File: config.mk
export PLATFORM = sky130hd
export DESIGN_NAME = remote_debug_packet_framer_core_flat
export DESIGN_NICKNAME = d
export VERILOG_FILES = /design/src/rdpf_pkg.sv /design/src/rdpf_item_if.sv /design/src/rdpf_beat_if.sv /design/src/rdpf_queue.sv /design/src/rdpf_front.sv /design/src/rdpf_back.sv /design/src/remote_debug_packet_framer_core.sv /design/src/flat_wrapper.sv
export SDC_FILE = /design/constraint.sdc
export NUM_CORES = 1
export LEC_CHECK = 0
export BUFFER_PORTS_ARGS = -buffer_cell sky130_fd_sc_hd__buf_2
export CAP_MARGIN = 40
export CORE_MARGIN = 4
export CORE_UTILIZATION = 61
export DETAILED_ROUTE_END_ITERATION = 16
export PLACE_DENSITY = 0.93
export SYNTH_ARGS = -nofsm -noshare
export SYNTH_HDL_FRONTEND = slang
export SYNTH_SLANG_ARGS = --single-unit
File: constraint.sdc
create_clock -name i_clk -period 6.5 [get_ports i_clk]
set_input_delay 0.65 -clock i_clk [delete_from_list [all_inputs] [get_ports i_clk]]
set_output_delay 0.65 -clock i_clk [all_outputs]
set_load 0.01 [all_outputs]
File: src/rdpf_pkg.sv
`timescale 1ns / 1ps
// ----------------------------------------------------------------------------
// rdpf_pkg
// Shared types, characters and beat codes of the remote-debug packet framer.
// ----------------------------------------------------------------------------
package rdpf_pkg;

    localparam int MAX_FRAME_BITS = 13;
    localparam int CFG_WIDTH      = 13;
    localparam int MAX_LEN_RESET  = 2048;
    localparam int QUEUE_DEPTH    = 2;
    localparam int TRAILER_LEN    = 3;

    localparam logic [7:0] CH_START = 8'h24;
    localparam logic [7:0] CH_END   = 8'h23;
    localparam logic [7:0] CH_ESC   = 8'h7D;
    localparam logic [7:0] CH_STAR  = 8'h2A;
    localparam logic [7:0] ESC_XOR  = 8'h20;

    localparam logic [2:0] K_START = 3'd0;
    localparam logic [2:0] K_ESC   = 3'd1;
    localparam logic [2:0] K_BYTE  = 3'd2;
    localparam logic [2:0] K_HASH  = 3'd3;
    localparam logic [2:0] K_HI    = 3'd4;
    localparam logic [2:0] K_LO    = 3'd5;
    localparam logic [2:0] K_OVF   = 3'd6;

    typedef struct packed {
        logic       start;
        logic       esc;
        logic       trailer;
        logic       ovf;
        logic [7:0] data;
        logic [7:0] sum;
    } t_job;

    function automatic logic [7:0] hex_char(input logic [3:0] nib);
        logic [7:0] n8;
        n8 = {4'h0, nib};
        if (nib < 4'd10) begin
            hex_char = n8 + 8'h30;
        end else begin
            hex_char = n8 + 8'h57;
        end
    endfunction

endpackage

File: src/rdpf_item_if.sv
`timescale 1ns / 1ps
// ----------------------------------------------------------------------------
// rdpf_item_if
// Input channel: one payload byte per beat with its escape and last flags.
// ----------------------------------------------------------------------------
interface rdpf_item_if;
    logic       valid;
    logic       ready;
    logic [7:0] data_byte;
    logic       escape_enable;
    logic       last;

    modport source (output valid, output data_byte, output escape_enable, output last,
                    input ready);
    modport sink   (input valid, input data_byte, input escape_enable, input last,
                    output ready);
endinterface

File: src/rdpf_beat_if.sv
`timescale 1ns / 1ps
// ----------------------------------------------------------------------------
// rdpf_beat_if
// Output channel: one framed link byte per beat with its end and status flags.
// ----------------------------------------------------------------------------
interface rdpf_beat_if;
    logic       valid;
    logic       ready;
    logic [7:0] out_byte;
    logic       run_end;
    logic       frame_end;
    logic       overflow;

    modport source (output valid, output out_byte, output run_end, output frame_end,
                    output overflow, input ready);
    modport sink   (input valid, input out_byte, input run_end, input frame_end,
                    input overflow, output ready);
endinterface

File: src/rdpf_queue.sv
`timescale 1ns / 1ps
// ----------------------------------------------------------------------------
// rdpf_queue
// Short job queue between the classifier and the beat sequencer.
// ----------------------------------------------------------------------------
module rdpf_queue #(
    parameter int DEPTH = rdpf_pkg::QUEUE_DEPTH
) (
    input  logic           i_clk,
    input  logic           i_rst_n,
    input  logic           i_push,
    input  rdpf_pkg::t_job i_data,
    output logic           o_full,
    output logic           o_valid,
    output rdpf_pkg::t_job o_data,
    input  logic           i_pop
);
    localparam int AW = (DEPTH > 1) ? $clog2(DEPTH) : 1;
    localparam int CW = $clog2(DEPTH + 1);
    localparam logic [AW-1:0] LAST_PTR = AW'(DEPTH - 1);
    localparam logic [CW-1:0] FULL_CNT = CW'(DEPTH);

    rdpf_pkg::t_job r_mem [DEPTH];
    logic [AW-1:0]  r_wr_ptr;
    logic [AW-1:0]  r_rd_ptr;
    logic [CW-1:0]  r_count;
    logic [CW-1:0]  n_count;
    logic           do_push;
    logic           do_pop;

    assign o_full  = (r_count == FULL_CNT);
    assign o_valid = (r_count != '0);
    assign o_data  = r_mem[r_rd_ptr];
    assign do_push = i_push && !o_full;
    assign do_pop  = i_pop && o_valid;

    always_comb begin
        n_count = r_count;
        if (do_push && !do_pop) begin
            n_count = r_count + CW'(1);
        end else if (do_pop && !do_push) begin
            n_count = r_count - CW'(1);
        end
    end

    always_ff @(posedge i_clk) begin
        if (do_push) begin
            r_mem[r_wr_ptr] <= i_data;
        end
    end

    always_ff @(posedge i_clk) begin
        if (!i_rst_n) begin
            r_wr_ptr <= '0;
            r_rd_ptr <= '0;
            r_count  <= '0;
        end else begin
            r_count <= n_count;
            if (do_push) begin
                r_wr_ptr <= (r_wr_ptr == LAST_PTR) ? '0 : r_wr_ptr + AW'(1);
            end
            if (do_pop) begin
                r_rd_ptr <= (r_rd_ptr == LAST_PTR) ? '0 : r_rd_ptr + AW'(1);
            end
        end
    end

endmodule

File: src/rdpf_front.sv
`timescale 1ns / 1ps
// ----------------------------------------------------------------------------
// rdpf_front
// Accept payload beats, run the room check and checksum, and emit one job each.
// ----------------------------------------------------------------------------
module rdpf_front #(
    parameter int MAX_FRAME_BITS = rdpf_pkg::MAX_FRAME_BITS
) (
    input  logic                              i_clk,
    input  logic                              i_rst_n,
    input  logic                              i_cfg_we,
    input  logic [rdpf_pkg::CFG_WIDTH-1:0]    i_cfg_wdata,
    rdpf_item_if.sink                         i_in,
    output logic                              o_push,
    output rdpf_pkg::t_job                    o_job,
    input  logic                              i_full
);
    localparam int W  = MAX_FRAME_BITS;
    localparam int CW = MAX_FRAME_BITS + 1;
    localparam logic [W-1:0] LEN_RESET = W'(rdpf_pkg::MAX_LEN_RESET);

    logic [W-1:0] r_max_len;
    logic         r_in_packet;
    logic [7:0]   r_sum;
    logic [W-1:0] r_bytes;
    logic         r_ovf;

    logic         special;
    logic [1:0]   need;
    logic [CW-1:0] total;
    logic         over;
    logic         ovf_now;
    logic [7:0]   esc_byte;
    logic [7:0]   add_val;
    logic [7:0]   n_sum;
    logic [W-1:0] n_bytes;

    assign i_in.ready = !i_full;
    assign o_push     = i_in.valid && !i_full;

    always_comb begin
        special = i_in.escape_enable && (i_in.data_byte == rdpf_pkg::CH_START ||
                  i_in.data_byte == rdpf_pkg::CH_END || i_in.data_byte == rdpf_pkg::CH_ESC ||
                  i_in.data_byte == rdpf_pkg::CH_STAR);
        need     = (special ? 2'd2 : 2'd1) + (r_in_packet ? 2'd0 : 2'd1);
        total    = CW'(r_bytes) + CW'(need) + CW'(rdpf_pkg::TRAILER_LEN);
        over     = (total > CW'(r_max_len));
        ovf_now  = r_ovf || over;
        esc_byte = special ? (i_in.data_byte ^ rdpf_pkg::ESC_XOR) : i_in.data_byte;
        add_val  = special ? (rdpf_pkg::CH_ESC + esc_byte) : i_in.data_byte;
        n_sum    = (r_in_packet ? r_sum : 8'h00) + add_val;
        n_bytes  = (r_in_packet ? r_bytes : W'(1)) + (special ? W'(2) : W'(1));

        o_job.start   = !ovf_now && !r_in_packet;
        o_job.esc     = !ovf_now && special;
        o_job.trailer = !ovf_now && i_in.last;
        o_job.ovf     = ovf_now;
        o_job.data    = esc_byte;
        o_job.sum     = n_sum;
    end

    always_ff @(posedge i_clk) begin
        if (!i_rst_n) begin
            r_max_len <= LEN_RESET;
        end else if (i_cfg_we) begin
            r_max_len <= W'(i_cfg_wdata);
        end
    end

    always_ff @(posedge i_clk) begin
        if (!i_rst_n) begin
            r_in_packet <= 1'b0;
            r_sum       <= '0;
            r_bytes     <= '0;
            r_ovf       <= 1'b0;
        end else if (o_push) begin
            if (i_in.last) begin
                r_in_packet <= 1'b0;
                r_sum       <= '0;
                r_bytes     <= '0;
                r_ovf       <= 1'b0;
            end else if (ovf_now) begin
                r_ovf <= 1'b1;
            end else begin
                r_in_packet <= 1'b1;
                r_sum       <= n_sum;
                r_bytes     <= n_bytes;
            end
        end
    end

endmodule

File: src/rdpf_back.sv
`timescale 1ns / 1ps
// ----------------------------------------------------------------------------
// rdpf_back
// Expand each job into its link bytes, one beat per cycle while the receiver is ready.
// ----------------------------------------------------------------------------
module rdpf_back (
    input  logic           i_clk,
    input  logic           i_rst_n,
    input  logic           i_q_valid,
    input  rdpf_pkg::t_job i_q_job,
    output logic           o_pop,
    rdpf_beat_if.source    o_out
);
    logic           r_busy;
    logic [2:0]     r_kind;
    rdpf_pkg::t_job r_job;

    logic       last_beat;
    logic       fire;
    logic       take;
    logic [2:0] next_kind;
    logic [2:0] first_kind;

    always_comb begin
        last_beat = 1'b0;
        next_kind = rdpf_pkg::K_BYTE;
        case (r_kind)
            rdpf_pkg::K_START: next_kind = r_job.esc ? rdpf_pkg::K_ESC : rdpf_pkg::K_BYTE;
            rdpf_pkg::K_ESC:   next_kind = rdpf_pkg::K_BYTE;
            rdpf_pkg::K_BYTE: begin
                next_kind = rdpf_pkg::K_HASH;
                last_beat = !r_job.trailer;
            end
            rdpf_pkg::K_HASH:  next_kind = rdpf_pkg::K_HI;
            rdpf_pkg::K_HI:    next_kind = rdpf_pkg::K_LO;
            rdpf_pkg::K_LO:    last_beat = 1'b1;
            rdpf_pkg::K_OVF:   last_beat = 1'b1;
            default:           last_beat = 1'b1;
        endcase

        if (i_q_job.ovf) begin
            first_kind = rdpf_pkg::K_OVF;
        end else if (i_q_job.start) begin
            first_kind = rdpf_pkg::K_START;
        end else if (i_q_job.esc) begin
            first_kind = rdpf_pkg::K_ESC;
        end else begin
            first_kind = rdpf_pkg::K_BYTE;
        end
    end

    assign fire  = o_out.valid && o_out.ready;
    assign take  = !r_busy || (fire && last_beat);
    assign o_pop = take && i_q_valid;

    always_comb begin
        o_out.valid     = r_busy;
        o_out.run_end   = last_beat;
        o_out.frame_end = 1'b0;
        o_out.overflow  = 1'b0;
        o_out.out_byte  = 8'h00;
        case (r_kind)
            rdpf_pkg::K_START: o_out.out_byte = rdpf_pkg::CH_START;
            rdpf_pkg::K_ESC:   o_out.out_byte = rdpf_pkg::CH_ESC;
            rdpf_pkg::K_BYTE:  o_out.out_byte = r_job.data;
            rdpf_pkg::K_HASH:  o_out.out_byte = rdpf_pkg::CH_END;
            rdpf_pkg::K_HI:    o_out.out_byte = rdpf_pkg::hex_char(r_job.sum[7:4]);
            rdpf_pkg::K_LO: begin
                o_out.out_byte  = rdpf_pkg::hex_char(r_job.sum[3:0]);
                o_out.frame_end = 1'b1;
            end
            rdpf_pkg::K_OVF:   o_out.overflow = 1'b1;
            default:           o_out.out_byte = 8'h00;
        endcase
    end

    always_ff @(posedge i_clk) begin
        if (o_pop) begin
            r_job <= i_q_job;
        end
    end

    always_ff @(posedge i_clk) begin
        if (!i_rst_n) begin
            r_busy <= 1'b0;
            r_kind <= rdpf_pkg::K_BYTE;
        end else if (take) begin
            r_busy <= i_q_valid;
            r_kind <= first_kind;
        end else if (fire) begin
            r_kind <= next_kind;
        end
    end

`ifndef ASSERT_OFF
    a_frame_end_closes_run: assert property (@(posedge i_clk) disable iff (!i_rst_n)
        o_out.valid && o_out.frame_end |-> o_out.run_end)
        else $error("frame end without run end");

    a_ovf_beat_shape: assert property (@(posedge i_clk) disable iff (!i_rst_n)
        o_out.valid && o_out.overflow |->
            o_out.out_byte == 8'h00 && o_out.run_end && !o_out.frame_end)
        else $error("malformed overflow beat");

    a_hold_on_stall: assert property (@(posedge i_clk) disable iff (!i_rst_n)
        r_busy && !o_out.ready |=> r_busy && $stable(r_kind))
        else $error("sequencer advanced while stalled");

    a_hash_before_hi: assert property (@(posedge i_clk) disable iff (!i_rst_n)
        fire && r_kind == rdpf_pkg::K_HASH |=> r_busy && r_kind == rdpf_pkg::K_HI)
        else $error("checksum digit did not follow hash");
`endif

endmodule

File: src/remote_debug_packet_framer_core.sv
`timescale 1ns / 1ps
// ----------------------------------------------------------------------------
// remote_debug_packet_framer_core
// Frames payload bytes into remote-debug packets with escaping and checksum.
//
// i_in carries one payload byte per beat with escape_enable and last. o_out
// carries one link byte per beat; run_end marks the final byte caused by an
// input beat, frame_end the second checksum digit, overflow an abandoned
// packet. i_cfg_we / i_cfg_wdata write max_frame_len; write only when idle.
// Each input beat yields 1 to 6 output beats ('$', '}', byte, '#', hi, lo).
// Flow: an input beat is written to the job queue and then loaded into the
// output sequencer, which presents the first output byte. The sequencer
// sends one output byte per cycle while the receiver is ready. A job queue
// of QUEUE_DEPTH entries lets input keep arriving while output bytes are
// still going out. Reset (synchronous, active low) closes any open packet,
// empties the queue and loads max_frame_len with 2048. A stalled receiver
// holds the current byte; input is refused once the queue fills.
// ----------------------------------------------------------------------------
module remote_debug_packet_framer_core #(
    parameter int MAX_FRAME_BITS = rdpf_pkg::MAX_FRAME_BITS,
    parameter int QUEUE_DEPTH    = rdpf_pkg::QUEUE_DEPTH
) (
    input  logic                           i_clk,
    input  logic                           i_rst_n,
    input  logic                           i_cfg_we,
    input  logic [rdpf_pkg::CFG_WIDTH-1:0] i_cfg_wdata,
    rdpf_item_if.sink                      i_in,
    rdpf_beat_if.source                    o_out
);
    logic           push;
    logic           full;
    logic           q_valid;
    logic           pop;
    rdpf_pkg::t_job front_job;
    rdpf_pkg::t_job q_job;

    rdpf_front #(
        .MAX_FRAME_BITS (MAX_FRAME_BITS)
    ) u_front (
        .i_clk       (i_clk),
        .i_rst_n     (i_rst_n),
        .i_cfg_we    (i_cfg_we),
        .i_cfg_wdata (i_cfg_wdata),
        .i_in        (i_in),
        .o_push      (push),
        .o_job       (front_job),
        .i_full      (full)
    );

    rdpf_queue #(
        .DEPTH (QUEUE_DEPTH)
    ) u_queue (
        .i_clk   (i_clk),
        .i_rst_n (i_rst_n),
        .i_push  (push),
        .i_data  (front_job),
        .o_full  (full),
        .o_valid (q_valid),
        .o_data  (q_job),
        .i_pop   (pop)
    );

    rdpf_back u_back (
        .i_clk     (i_clk),
        .i_rst_n   (i_rst_n),
        .i_q_valid (q_valid),
        .i_q_job   (q_job),
        .o_pop     (pop),
        .o_out     (o_out)
    );

endmodule

File: src/flat_wrapper.sv
// flat-port wrapper written by rule: the top's interface ports become plain ports
module remote_debug_packet_framer_core_flat 
#(
    parameter int MAX_FRAME_BITS = rdpf_pkg::MAX_FRAME_BITS,
    parameter int QUEUE_DEPTH    = rdpf_pkg::QUEUE_DEPTH
)
  (i_clk, i_rst_n, i_cfg_we, i_cfg_wdata, i_in_valid, i_in_data_byte, i_in_escape_enable, i_in_last, i_in_ready, o_out_valid, o_out_out_byte, o_out_run_end, o_out_frame_end, o_out_overflow, o_out_ready);
  rdpf_item_if i_in_i ();
  rdpf_beat_if o_out_i ();
  input  logic i_clk;
  input  logic i_rst_n;
  input  logic i_cfg_we;
  input  logic [rdpf_pkg::CFG_WIDTH-1:0] i_cfg_wdata;
  input wire logic [$bits(i_in_i.valid)-1:0] i_in_valid;
  input wire logic [$bits(i_in_i.data_byte)-1:0] i_in_data_byte;
  input wire logic [$bits(i_in_i.escape_enable)-1:0] i_in_escape_enable;
  input wire logic [$bits(i_in_i.last)-1:0] i_in_last;
  output wire logic [$bits(i_in_i.ready)-1:0] i_in_ready;
  output wire logic [$bits(o_out_i.valid)-1:0] o_out_valid;
  output wire logic [$bits(o_out_i.out_byte)-1:0] o_out_out_byte;
  output wire logic [$bits(o_out_i.run_end)-1:0] o_out_run_end;
  output wire logic [$bits(o_out_i.frame_end)-1:0] o_out_frame_end;
  output wire logic [$bits(o_out_i.overflow)-1:0] o_out_overflow;
  input wire logic [$bits(o_out_i.ready)-1:0] o_out_ready;
  assign i_in_i.valid = i_in_valid;
  assign i_in_i.data_byte = i_in_data_byte;
  assign i_in_i.escape_enable = i_in_escape_enable;
  assign i_in_i.last = i_in_last;
  assign i_in_ready = i_in_i.ready;
  assign o_out_valid = o_out_i.valid;
  assign o_out_out_byte = o_out_i.out_byte;
  assign o_out_run_end = o_out_i.run_end;
  assign o_out_frame_end = o_out_i.frame_end;
  assign o_out_overflow = o_out_i.overflow;
  assign o_out_i.ready = o_out_ready;
  remote_debug_packet_framer_core #(.MAX_FRAME_BITS(MAX_FRAME_BITS), .QUEUE_DEPTH(QUEUE_DEPTH)) u_core (.i_clk(i_clk), .i_rst_n(i_rst_n), .i_cfg_we(i_cfg_we), .i_cfg_wdata(i_cfg_wdata), .i_in(i_in_i), .o_out(o_out_i));
endmodule
==> results of run 1 <==
==> registers in the layout (all words and copies together) (netlist names), named ones only <==
signal / count
u_core.u_back.o_out.valid: 1
u_core.u_back.r_job: 18
u_core.u_back.r_kind: 3
u_core.u_front.r_bytes: 13
u_core.u_front.r_in_packet: 1
u_core.u_front.r_max_len: 13
u_core.u_front.r_ovf: 1
u_core.u_front.r_sum: 8
u_core.u_queue.r_count: 2
u_core.u_queue.r_mem: 40
u_core.u_queue.r_rd_ptr: 1
u_core.u_queue.r_wr_ptr: 1
==> where the power goes <==
| group | internal (mW) | leakage [nW] | switching [mW] |
|---|---|---|---|
| Combinational | 0.308 | 1.45 | 0.373 |
| Sequential | 0.860 | 0.913 | 0.124 |
| Clock | 0.189 | 0.109 | 0.233 |
| Total | 1.36 | 2.47 | 0.730 |
==> metal layers <==
| layer | up-vias | GRT usage, % |
|---|---|---|
| li1 | 1965 | - |
| met1 | 1955 | 24.4 |
| met2 | 107 | 37.0 |
| met3 | 24 | 2.61 |
| met4 | 0 | 7.50 |
| met5 | - | 0 |
==> area by class of cell <==
type / count / area (µm²)
Fill cell: 619 / 2760
Multi-Input combinational cell: 358 / 2690
Sequential cell: 103 / 2640
Timing Repair Buffer: 44 / 230
Inverter: 48 / 180
Tap cell: 108 / 135
Clock buffer: 9 / 124
Clock inverter: 7 / 87.6
==> critical path, cell delays in order <==
cell,delay [ns]
buf_2,0.14
inv_1,0.09
ha_1,0.15
mux2i_1,0.07
o32ai_2,0.29
o21ai_1,0.08
buf_4,0.19
ha_1,0.19
ha_1,0.26
inv_1,0.06
ha_1,0.16
inv_1,0.05
fa_1,0.43
and3b_1,0.26
and2_4,0.16
nand2_1,0.06
xnor2_1,0.13
ha_1,0.33
a21o_1,0.19
a211oi_1,0.31
nand4_1,0.16
o21ai_2,0.44
nand2_1,0.29
o221ai_1,0.25
==> final timing paths <==
kind	start	to	cells after the start
setup / recovery	i_in_data_byte[0]	u_core.u_front.r_bytes[10]	24
hold / removal	u_core.u_front.r_sum[5]	u_core.u_front.r_sum[5]	1
setup reg to reg	u_core.u_front.r_in_packet	u_core.u_front.r_bytes[10]	17
hold reg to reg	u_core.u_front.r_sum[5]	u_core.u_front.r_sum[5]	1
==> kinds of logic after synthesis <==
logic type | synth area share [%]
DFF | 47.0
muxes | 6.27
AOI/OAI and AO/OA | 14.0
and+or+nand+nor | 14.6
buffers and inverters | 5.27
xor gates and xnor gates | 4.20
adders and majority gates | 8.63
==> cells in the final DEF, fill, tap and decap left out, drive strengths merged, types with 7 or more instances in the layout <==
cell type and n:
nand2 37, mux2 18, o21ai 25, dfxtp 45, nor3 8, and3 7
clkbuf 9, buf 44, ha 34, a22o 8, a21oi 18, and2 14
nor2 35, edfxtp 58, inv 54, xnor2 20, nor2b 19, nand3 8
xor2 7, mux2i 15
==> per-stage QoR <==
stage / util [%] / area, µm²
2_1_floorplan: - / 5620
6_report: 68.8 / 6080
4_1_cts: 68.8 / 6080
3_3_place_gp: 66.4 / 5870
5_1_grt: 68.8 / 6080
3_5_place_dp: 66.4 / 5870
==> impl_metrics.env, run 1 <==
export IMPL_synth_most_common_cell="edfxtp_1"
export IMPL_synth_top_flop_cell="edfxtp_1"
export IMPL_netlist_instances=529
export IMPL_outcome="complete, no violations"
export IMPL_path_max_fanout=10
export IMPL_routed_wl_um=10800
export IMPL_drc=0
export IMPL_ys_warn_count=0
export IMPL_cp_data_arrival_time_ns=5.41
export IMPL_cts_resized_gates=0
export IMPL_num_vias=4051
export IMPL_cap_viol_max_count=0
export IMPL_preCtsSetupSlack_ns=1.08
export IMPL_cts_buffers=9
export IMPL_min_period_ns=5.14
export IMPL_setup_tns_ns=0
export IMPL_synth_async_reset_ratio_pct=0
export IMPL_rrSetupSlack_ns=1.76
export IMPL_place_gp_congestion=0.860
export IMPL_synth_edf_count=58
export IMPL_max_freq_mhz=195
export IMPL_dr_wl_met3_um=384
export IMPL_dp_cells=661
export IMPL_die_width_um=104
export IMPL_cts_tree="built"
export IMPL_routed_top_layer="met4"
export IMPL_worst_pin_slew_ns=0.886
export IMPL_wl_met2_um=5550
export IMPL_detail_route_vias_per_cell=5.98
export IMPL_skew_ns=0.0124
export IMPL_synth_common_cells="edfxtp_1, inv_1, dfxtp_1"
export IMPL_critical_path_class="input pin to flop"
export IMPL_hold_path_class="flop to flop"
export IMPL_clock_latency_ns=0.36
export IMPL_hold_viol=0
export IMPL_power_mw=2.09
export IMPL_peakVddDrop_v=0.000169
export IMPL_avgRoutedWirePerCell_um=16.0
export IMPL_die_h_um=104
export IMPL_clk_pin_slew_ns=0.10
export IMPL_ys_ff_latch=103
export IMPL_die_area_mm2=0.0108
export IMPL_drtIter0Drc=269
export IMPL_ys_seq_area_share_pct=47.0
export IMPL_drt_antenna_violating_nets=0
export IMPL_initial_core_util_pct=63.6
export IMPL_synth_top_area_share_pct=31.0
export IMPL_area_delta_synth_final_pct=8.19
export IMPL_final_cells=677
export IMPL_p_leak_nw=2.47
export IMPL_grt_pass1_vias=4075
export IMPL_max_slew_margin_rel_pct=40.9
export IMPL_track_usage_pct=20.3
export IMPL_slew_violations=0
export IMPL_clock_sinks=103
export IMPL_rows=34
export IMPL_hpwl_um=8010
export IMPL_antenna_found_initial=0
export IMPL_drive_above_1_share_pct=16.5
export IMPL_synth_cell_types=69
export IMPL_finalCritPeriodShare_pct=79.0
export IMPL_clockBufferDepth=2
export IMPL_rsz0062_at_grt="no"
export IMPL_clockRootBuffer="clkbuf_8"
export IMPL_dr_pass1_iters=5
export IMPL_grt_max_degree=26
export IMPL_n_antenna_cell=0
export IMPL_num_io_pins=41
export IMPL_overflow=0
export IMPL_m1WireLength_um=4670
export IMPL_htree_num_levels=3
export IMPL_avgSynthCellArea_um2=10.6
export IMPL_cts_hold_buf=0
export IMPL_setup_viol=0
export IMPL_portBuffers=40
export IMPL_yosysTopAreaCell="edfxtp_1"
export IMPL_holdWs_ns=0.486
export IMPL_worstPathRequired_ns=6.77
export IMPL_core_area_mm2=0.00885
export IMPL_power_density_mw_per_mm2=343
export IMPL_synth_nets=594
export IMPL_cts_setup_buffers=0
export IMPL_nets=629
export IMPL_worstSetupEndpointType="flop"
export IMPL_worst_slack_ns=1.36
export IMPL_grt_pass1_wl_um=18200
export IMPL_cp_start_kind="input pin"
export IMPL_synthesis_area_mm2=0.00562
export IMPL_synthTopCellsByArea="edfxtp_1, dfxtp_1, ha_1, mux2_2, inv_1"
(Power assumes the default switching activity.)
==> run 2: changes to the inputs <==
- CORE_UTILIZATION: 61 -> 55
- PLACE_DENSITY: 0.93 -> 0.89
- clock period: 6.5 -> 4.1 ns (I/O delays scaled with it)
==> run 2 against run 1 <==
Against the previous run: the flow now finishes with violations (negative setup slack); power is 63% higher; sequential share of layout area shrank 3.6 points; highest routed layer unchanged; via count is 3.5% higher; register-to-register slack lost 1.4 ns; clock power is 47% higher; critical path depth is 1 lower; flip-flop and latch count is the same; non-clock buffer count up 31; largest power group unchanged; combinational power rose by 82%; die area rose by 10%; clock skew is 0.0076 ns higher; setup slack lost 1.5 ns.
==> impl_metrics.env, run 2 (synthesis results as in run 1) <==
export IMPL_die_area_mm2=0.0119
export IMPL_finalCritPeriodShare_pct=103
export IMPL_grt_use_met2_pct=35.9
export IMPL_dp_cells=707
export IMPL_max_freq_mhz=238
export IMPL_hpwl_um=8290
export IMPL_violations="negative setup slack"
export IMPL_p_sw_share_pct=35.9
export IMPL_cts_buffers=9
export IMPL_rsz0062_at_grt="yes"
export IMPL_cap_viol_max_count=0
export IMPL_grt_pass1_vias=4163
export IMPL_largest_reg_flops=40
export IMPL_cp_data_arrival_time_ns=4.47
export IMPL_clock_sinks=103
export IMPL_skew_ns=0.0200
export IMPL_initial_core_util_pct=57.0
export IMPL_largest_register="u_core.u_queue.r_mem"
export IMPL_hold_path_class="input pin to flop"
export IMPL_path_max_fanout=6
export IMPL_grt_pass1_wl_um=18900
export IMPL_drtIter0Drc=309
export IMPL_grt_busiest_layer="met2"
export IMPL_seqCellArea_mm2=0.00264
export IMPL_portBuffers=40
export IMPL_slew_violations=0
export IMPL_detail_route_vias_per_cell=5.72
export IMPL_setup_viol=11
export IMPL_num_vias=4194
export IMPL_peakVddDrop_v=0.000269
export IMPL_track_usage_pct=20.0
export IMPL_worstPathRequired_ns=4.36
export IMPL_cts_tree="built"
export IMPL_antenna_found_initial=0
export IMPL_p_sw_mw=1.22
export IMPL_finalInstanceArea_mm2=0.00663
export IMPL_die_width_um=109
export IMPL_n_antenna_cell=0
export IMPL_grtUsageMet1_pct=23.3
export IMPL_final_cell_mix="edfxtp_1, dfxtp_1, inv_1, buf_2, nand2_1"
export IMPL_overflow=0
export IMPL_clockRootBuffer="clkbuf_8"
export IMPL_drt_antenna_violating_nets=0
export IMPL_area_delta_synth_final_pct=17.8
export IMPL_rows=36
export IMPL_htree_num_levels=3
export IMPL_max_slew_margin_rel_pct=40.2
export IMPL_worst_pin_slew_ns=0.897
export IMPL_drive_above_1_share_pct=25.5
export IMPL_die_h_um=109
export IMPL_worstSetupEndpointType="flop"
export IMPL_worst_slack_ns=-0.104
export IMPL_p_leak_nw=2.70
export IMPL_seq_power_share_pct=45.4
export IMPL_clock_latency_ns=0.38
export IMPL_p_comb_share_pct=36.3
export IMPL_post_route_util_pct=67.2
export IMPL_multi_input_area_mm2=0.00289
export IMPL_cts_hold_buf=0
export IMPL_power_density_mw_per_mm2=514
export IMPL_dr_pass1_iters=5
export IMPL_reg_top3="u_core.u_queue.r_mem: 40 flops, u_core.u_back.r_job: 18 flops"
export IMPL_place_gp_congestion=0.896
export IMPL_use_met3_pct=3.79
export IMPL_min_period_ns=4.20
export IMPL_grt_max_degree=26
export IMPL_intPower_mw=2.18
export IMPL_place_area_mm2=0.00619
export IMPL_outcome="complete, but fails checks"
export IMPL_cp_start_kind="input pin"
export IMPL_drc=0
export IMPL_power_mw=3.41
export IMPL_critical_path_class="input pin to flop"
export IMPL_clockBufferDepth=2
export IMPL_clk_pin_slew_ns=0.12
export IMPL_preCtsSetupSlack_ns=-0.588
export IMPL_avgRoutedWirePerCell_um=16.0
export IMPL_fill_cells=689
export IMPL_core_area_mm2=0.00986
export IMPL_routed_wl_um=11700
export IMPL_final_common_cell="edfxtp_1"
export IMPL_clock_power_share_pct=18.2
export IMPL_hold_viol=0
export IMPL_final_cells=733
export IMPL_nets=660
export IMPL_num_io_pins=41
run 2: changes by cell type in the layout (fill, tap and decap cells not counted), sizes merged:
cell / delta
buf: +30
bufinv: -1
clkbuf: +2
run 2: power by group through the flow:
stage                     registers (mW)  logic (mW)  clock network, mW
after floorplan                     1.47       0.891                  0
after global placement              1.55        1.10                  0
after detailed placement            1.57        1.16                  0
after CTS                           1.55        1.19              0.626
after global routing                1.57        1.38              0.664
final                               1.55        1.24              0.622
run 2: critical path, stage by stage:
cell and delay (ns):
buf_6 0.09, or2_4 0.25, o32ai_4 0.30, o21ai_4 0.09, ha_4 0.25, ha_4 0.16, inv_4 0.05, ha_4 0.13
inv_2 0.03, fa_2 0.33, and3b_1 0.24, and2_4 0.18, nand2_4 0.06, xnor2_2 0.14, ha_1 0.32, buf_4 0.12
nand3_1 0.15, nor4_4 0.30, nor2_1 0.10, nor2_2 0.19, o31ai_4 0.11, buf_12 0.15, a221o_1 0.30
run 2: per-layer routing:
| metal | up-vias | routed length, µm |
|---|---|---|
| li1 | 2026 | - |
| met3 | 36 | 478 |
| met2 | 115 | 5970 |
| met4 | 0 | 443 |
| met5 | - | 0 |
| met1 | 2017 | 4860 |
run 2: worst paths after layout:
kind                                                 start                            to  slack, ns  depth (start not counted)
worst max-delay path                     i_in_data_byte[4]     u_core.u_front.r_bytes[7]      -0.10                         23
worst min-delay path                       i_cfg_wdata[11]  u_core.u_front.r_max_len[11]       0.24                          3
worst max register to register  u_core.u_front.r_in_packet     u_core.u_front.r_bytes[7]       0.33                         19
worst min register to register     u_core.u_front.r_sum[0]       u_core.u_front.r_sum[0]       0.49                          1
run 2: timing repair:
action,CTS,global route
pin swaps,8,5
setup endpoints to repair,25,30
buffers inserted,5,6
cloned,0,2
resized for setup,7,24
run 2: metrics by stage:
stage | TNS [ns] | hold WS [ns]
floorplan | -3.33 | 0.446
global placement | -9.47 | 0.461
detailed placement | -14.13 | 0.465
CTS | 0 | 0.236
global route | -2.82 | 0.241
finish | -0.344 | 0.242
run 2: final cells by class:
type / instances / share of cell area [%]
multi-input cells: 358 / 43.7
flip-flops and latches: 103 / 39.9
repair buffers: 75 / 8.10
inverters: 48 / 3.06
well taps: 133 / 2.51
clock buffers: 10 / 1.93
clock inverters: 6 / 0.869
==> run 3: changes to the inputs <==
- PLACE_DENSITY: 0.89 -> 0.8
==> run 3 against run 2 <==
Against the previous run: power grew 0.14%; worst hold slack gained 0.00091 ns; clock skew down 0.0098 ns; wire length shrank 1.3%; critical path type unchanged; the run still ends with negative setup slack left; register-to-register slack better by 0.03 ns; fmax up 1.9%; via count decreased by 1.3%; sequential power barely moved; clock power decreased by 0.6%; sequential share of layout area down 0.68 points; die area unchanged; global-route usage is 0.38 points lower.
==> impl_metrics.env, run 3 (synthesis results as in run 1) <==
export IMPL_crit_path_frequent_cell="ha_4"
export IMPL_rows=36
export IMPL_avgRoutedWirePerCell_um=15.6
export IMPL_initial_core_util_pct=57.0
export IMPL_area_delta_synth_final_pct=19.9
export IMPL_preCtsSetupSlack_ns=-0.591
export IMPL_p_sw_share_pct=35.8
export IMPL_max_slew_margin_rel_pct=41.8
export IMPL_track_usage_pct=19.7
export IMPL_clock_sinks=103
export IMPL_place_area_mm2=0.00622
export IMPL_drt_antenna_violating_nets=0
export IMPL_n_antenna_cell=0
export IMPL_clk_pin_slew_ns=0.11
export IMPL_drc=0
export IMPL_max_freq_mhz=242
export IMPL_cap_viol_max_count=0
export IMPL_reg_top3="u_core.u_queue.r_mem: 40 flops, u_core.u_back.r_job: 18 flops"
export IMPL_overflow=0
export IMPL_hold_path_class="input pin to flop"
export IMPL_skew_ns=0.0101
export IMPL_routed_wl_um=11600
export IMPL_cp_start_kind="input pin"
export IMPL_path_buf_inv=4
export IMPL_clockRootBuffer="clkbuf_8"
export IMPL_worstSetupEndpointType="flop"
export IMPL_clock_latency_ns=0.38
export IMPL_finalInstanceArea_mm2=0.00674
export IMPL_worstPathRequired_ns=4.37
export IMPL_largest_reg_flops=40
export IMPL_p_leak_nw=2.76
export IMPL_peakVddDrop_v=0.000313
export IMPL_clock_power_share_pct=18.1
export IMPL_drive_above_1_share_pct=27.6
export IMPL_path_delay_family="compound AO/OA/AOI/OAI gates"
export IMPL_largest_register="u_core.u_queue.r_mem"
export IMPL_intPower_mw=2.19
export IMPL_path_max_fanout=7
export IMPL_rsz0062_at_grt="yes"
export IMPL_outcome="complete, but fails checks"
export IMPL_worst_slack_ns=-0.0252
export IMPL_critPathMaxStageDelay_ns=0.38
export IMPL_clockBufferDepth=2
export IMPL_hold_viol=0
export IMPL_rrSetupSlack_ns=0.36
export IMPL_detail_route_vias_per_cell=5.59
export IMPL_violations="negative setup slack"
export IMPL_grt_pass1_vias=3985
export IMPL_fill_cells=707
export IMPL_num_vias=4141
export IMPL_portBuffers=40
export IMPL_drtIter0Drc=293
export IMPL_dr_pass1_iters=4
export IMPL_grt_pass1_wl_um=18400
export IMPL_die_area_mm2=0.0119
export IMPL_hpwl_um=8040
export IMPL_finalCritPeriodShare_pct=101
export IMPL_die_h_um=109
export IMPL_crit_chain="buf_12 -> inv_12 -> ha_4 -> mux2i_4 -> o32ai_4 -> o21ai_4 -> ha_4 -> ha_4 -> inv_4 -> ha_4 -> inv_2 -> fa_2 -> and3b_1 -> and2_4 -> nand2_4 -> xnor2_4 -> ha_4 -> a21o_1 -> a211oi_2 -> nand2_1 -> nor3_4 -> o31ai_4 -> a221o_1"
export IMPL_htree_num_levels=3
export IMPL_worst_pin_slew_ns=0.872
export IMPL_core_area_mm2=0.00986
export IMPL_grt_max_degree=26
export IMPL_seq_power_share_pct=45.2
export IMPL_nets=668
export IMPL_antenna_found_initial=0
export IMPL_p_comb_share_pct=36.7
export IMPL_final_common_cell="edfxtp_1"
export IMPL_min_period_ns=4.13
export IMPL_power_density_mw_per_mm2=506
export IMPL_cts_hold_buf=0
export IMPL_num_io_pins=41
export IMPL_cts_tree="built"
export IMPL_final_cell_mix="edfxtp_1, dfxtp_1, inv_1, buf_2, buf_4"
export IMPL_slowest_stage="a221o_1"
export IMPL_cts_buffers=9
export IMPL_critical_path_class="input pin to flop"
export IMPL_p_sw_mw=1.22
export IMPL_setup_viol=5
export IMPL_die_width_um=109
export IMPL_slew_violations=0
export IMPL_place_gp_congestion=0.905
export IMPL_cp_data_arrival_time_ns=4.39
-- run 3: what timing repair did --
action	CTS	global route
endpoints found under the setup margin	25	31
buffers inserted	6	7
pin swaps	15	10
gates cloned	1	1
resized for setup	11	30
-- run 3: path summary, 6_finish.rpt --
kind	start	to	depth (start not counted)
hold / removal	i_cfg_wdata[11]	u_core.u_front.r_max_len[11]	3
setup / recovery	i_in_data_byte[1]	u_core.u_front.r_bytes[11]	23
hold reg to reg	u_core.u_front.r_sum[4]	u_core.u_front.r_sum[4]	1
setup reg to reg	u_core.u_front.r_in_packet	u_core.u_front.r_bytes[11]	17
-- run 3: cell type report --
| class | instances | area (µm²) | area share (%) |
|---|---|---|---|
| Clock inverter | 7 | 67.6 | 1.00 |
| Sequential cell | 103 | 2640 | 39.2 |
| Clock buffer | 9 | 124 | 1.84 |
| Timing Repair Buffer | 81 | 553 | 8.20 |
| Tap cell | 133 | 166 | 2.47 |
| Inverter | 48 | 208 | 3.08 |
| Multi-Input combinational cell | 360 | 2980 | 44.2 |
-- run 3: worst register-to-register path, cell delays in order (launching register included) --
cell      delay (ns)
dfxtp_1         0.40
ha_4            0.23
ha_4            0.16
inv_4           0.05
ha_4            0.12
inv_2           0.03
fa_2            0.33
and3b_1         0.24
and2_4          0.19
nand2_4         0.07
xnor2_4         0.18
ha_4            0.23
a21o_1          0.18
a211oi_2        0.22
nand2_1         0.15
nor3_4          0.32
o31ai_4         0.14
a221o_1         0.38
-- run 3: through the flow --
stage | util (%) | hold WS [ns] | power [mW] | setup TNS, ns | instances
6_report | 68.3 | 0.243 | 3.41 | -0.0550 | 741
3_5_place_dp | 63.1 | 0.463 | 2.72 | -14.49 | 710
4_1_cts | 66.2 | 0.238 | 3.36 | 0 | 733
2_1_floorplan | - | 0.446 | 2.36 | -3.33 | 529
5_1_grt | 68.3 | 0.240 | 3.63 | -2.15 | 741
3_3_place_gp | 62.9 | 0.461 | 2.67 | -10.07 | 709
-- run 3: per-layer routing --
layer	vias to the layer above	part of all wire (%)	track usage, %	wire, µm
met5	-	0	0	0
met4	0	2.3	7.12	266
met3	26	4.0	4.74	459
met2	82	52	33.9	6020
met1	1986	42	23.9	4850
li1	2047	-	-	-
-- run 3: power groups by stage --
stage	clock (mW)	sequential (mW)	combinational, mW
floorplan	0	1.47	0.891
global placement	0	1.55	1.11
detailed placement	0	1.56	1.16
CTS	0.627	1.54	1.20
global route	0.669	1.57	1.39
finish	0.618	1.54	1.25
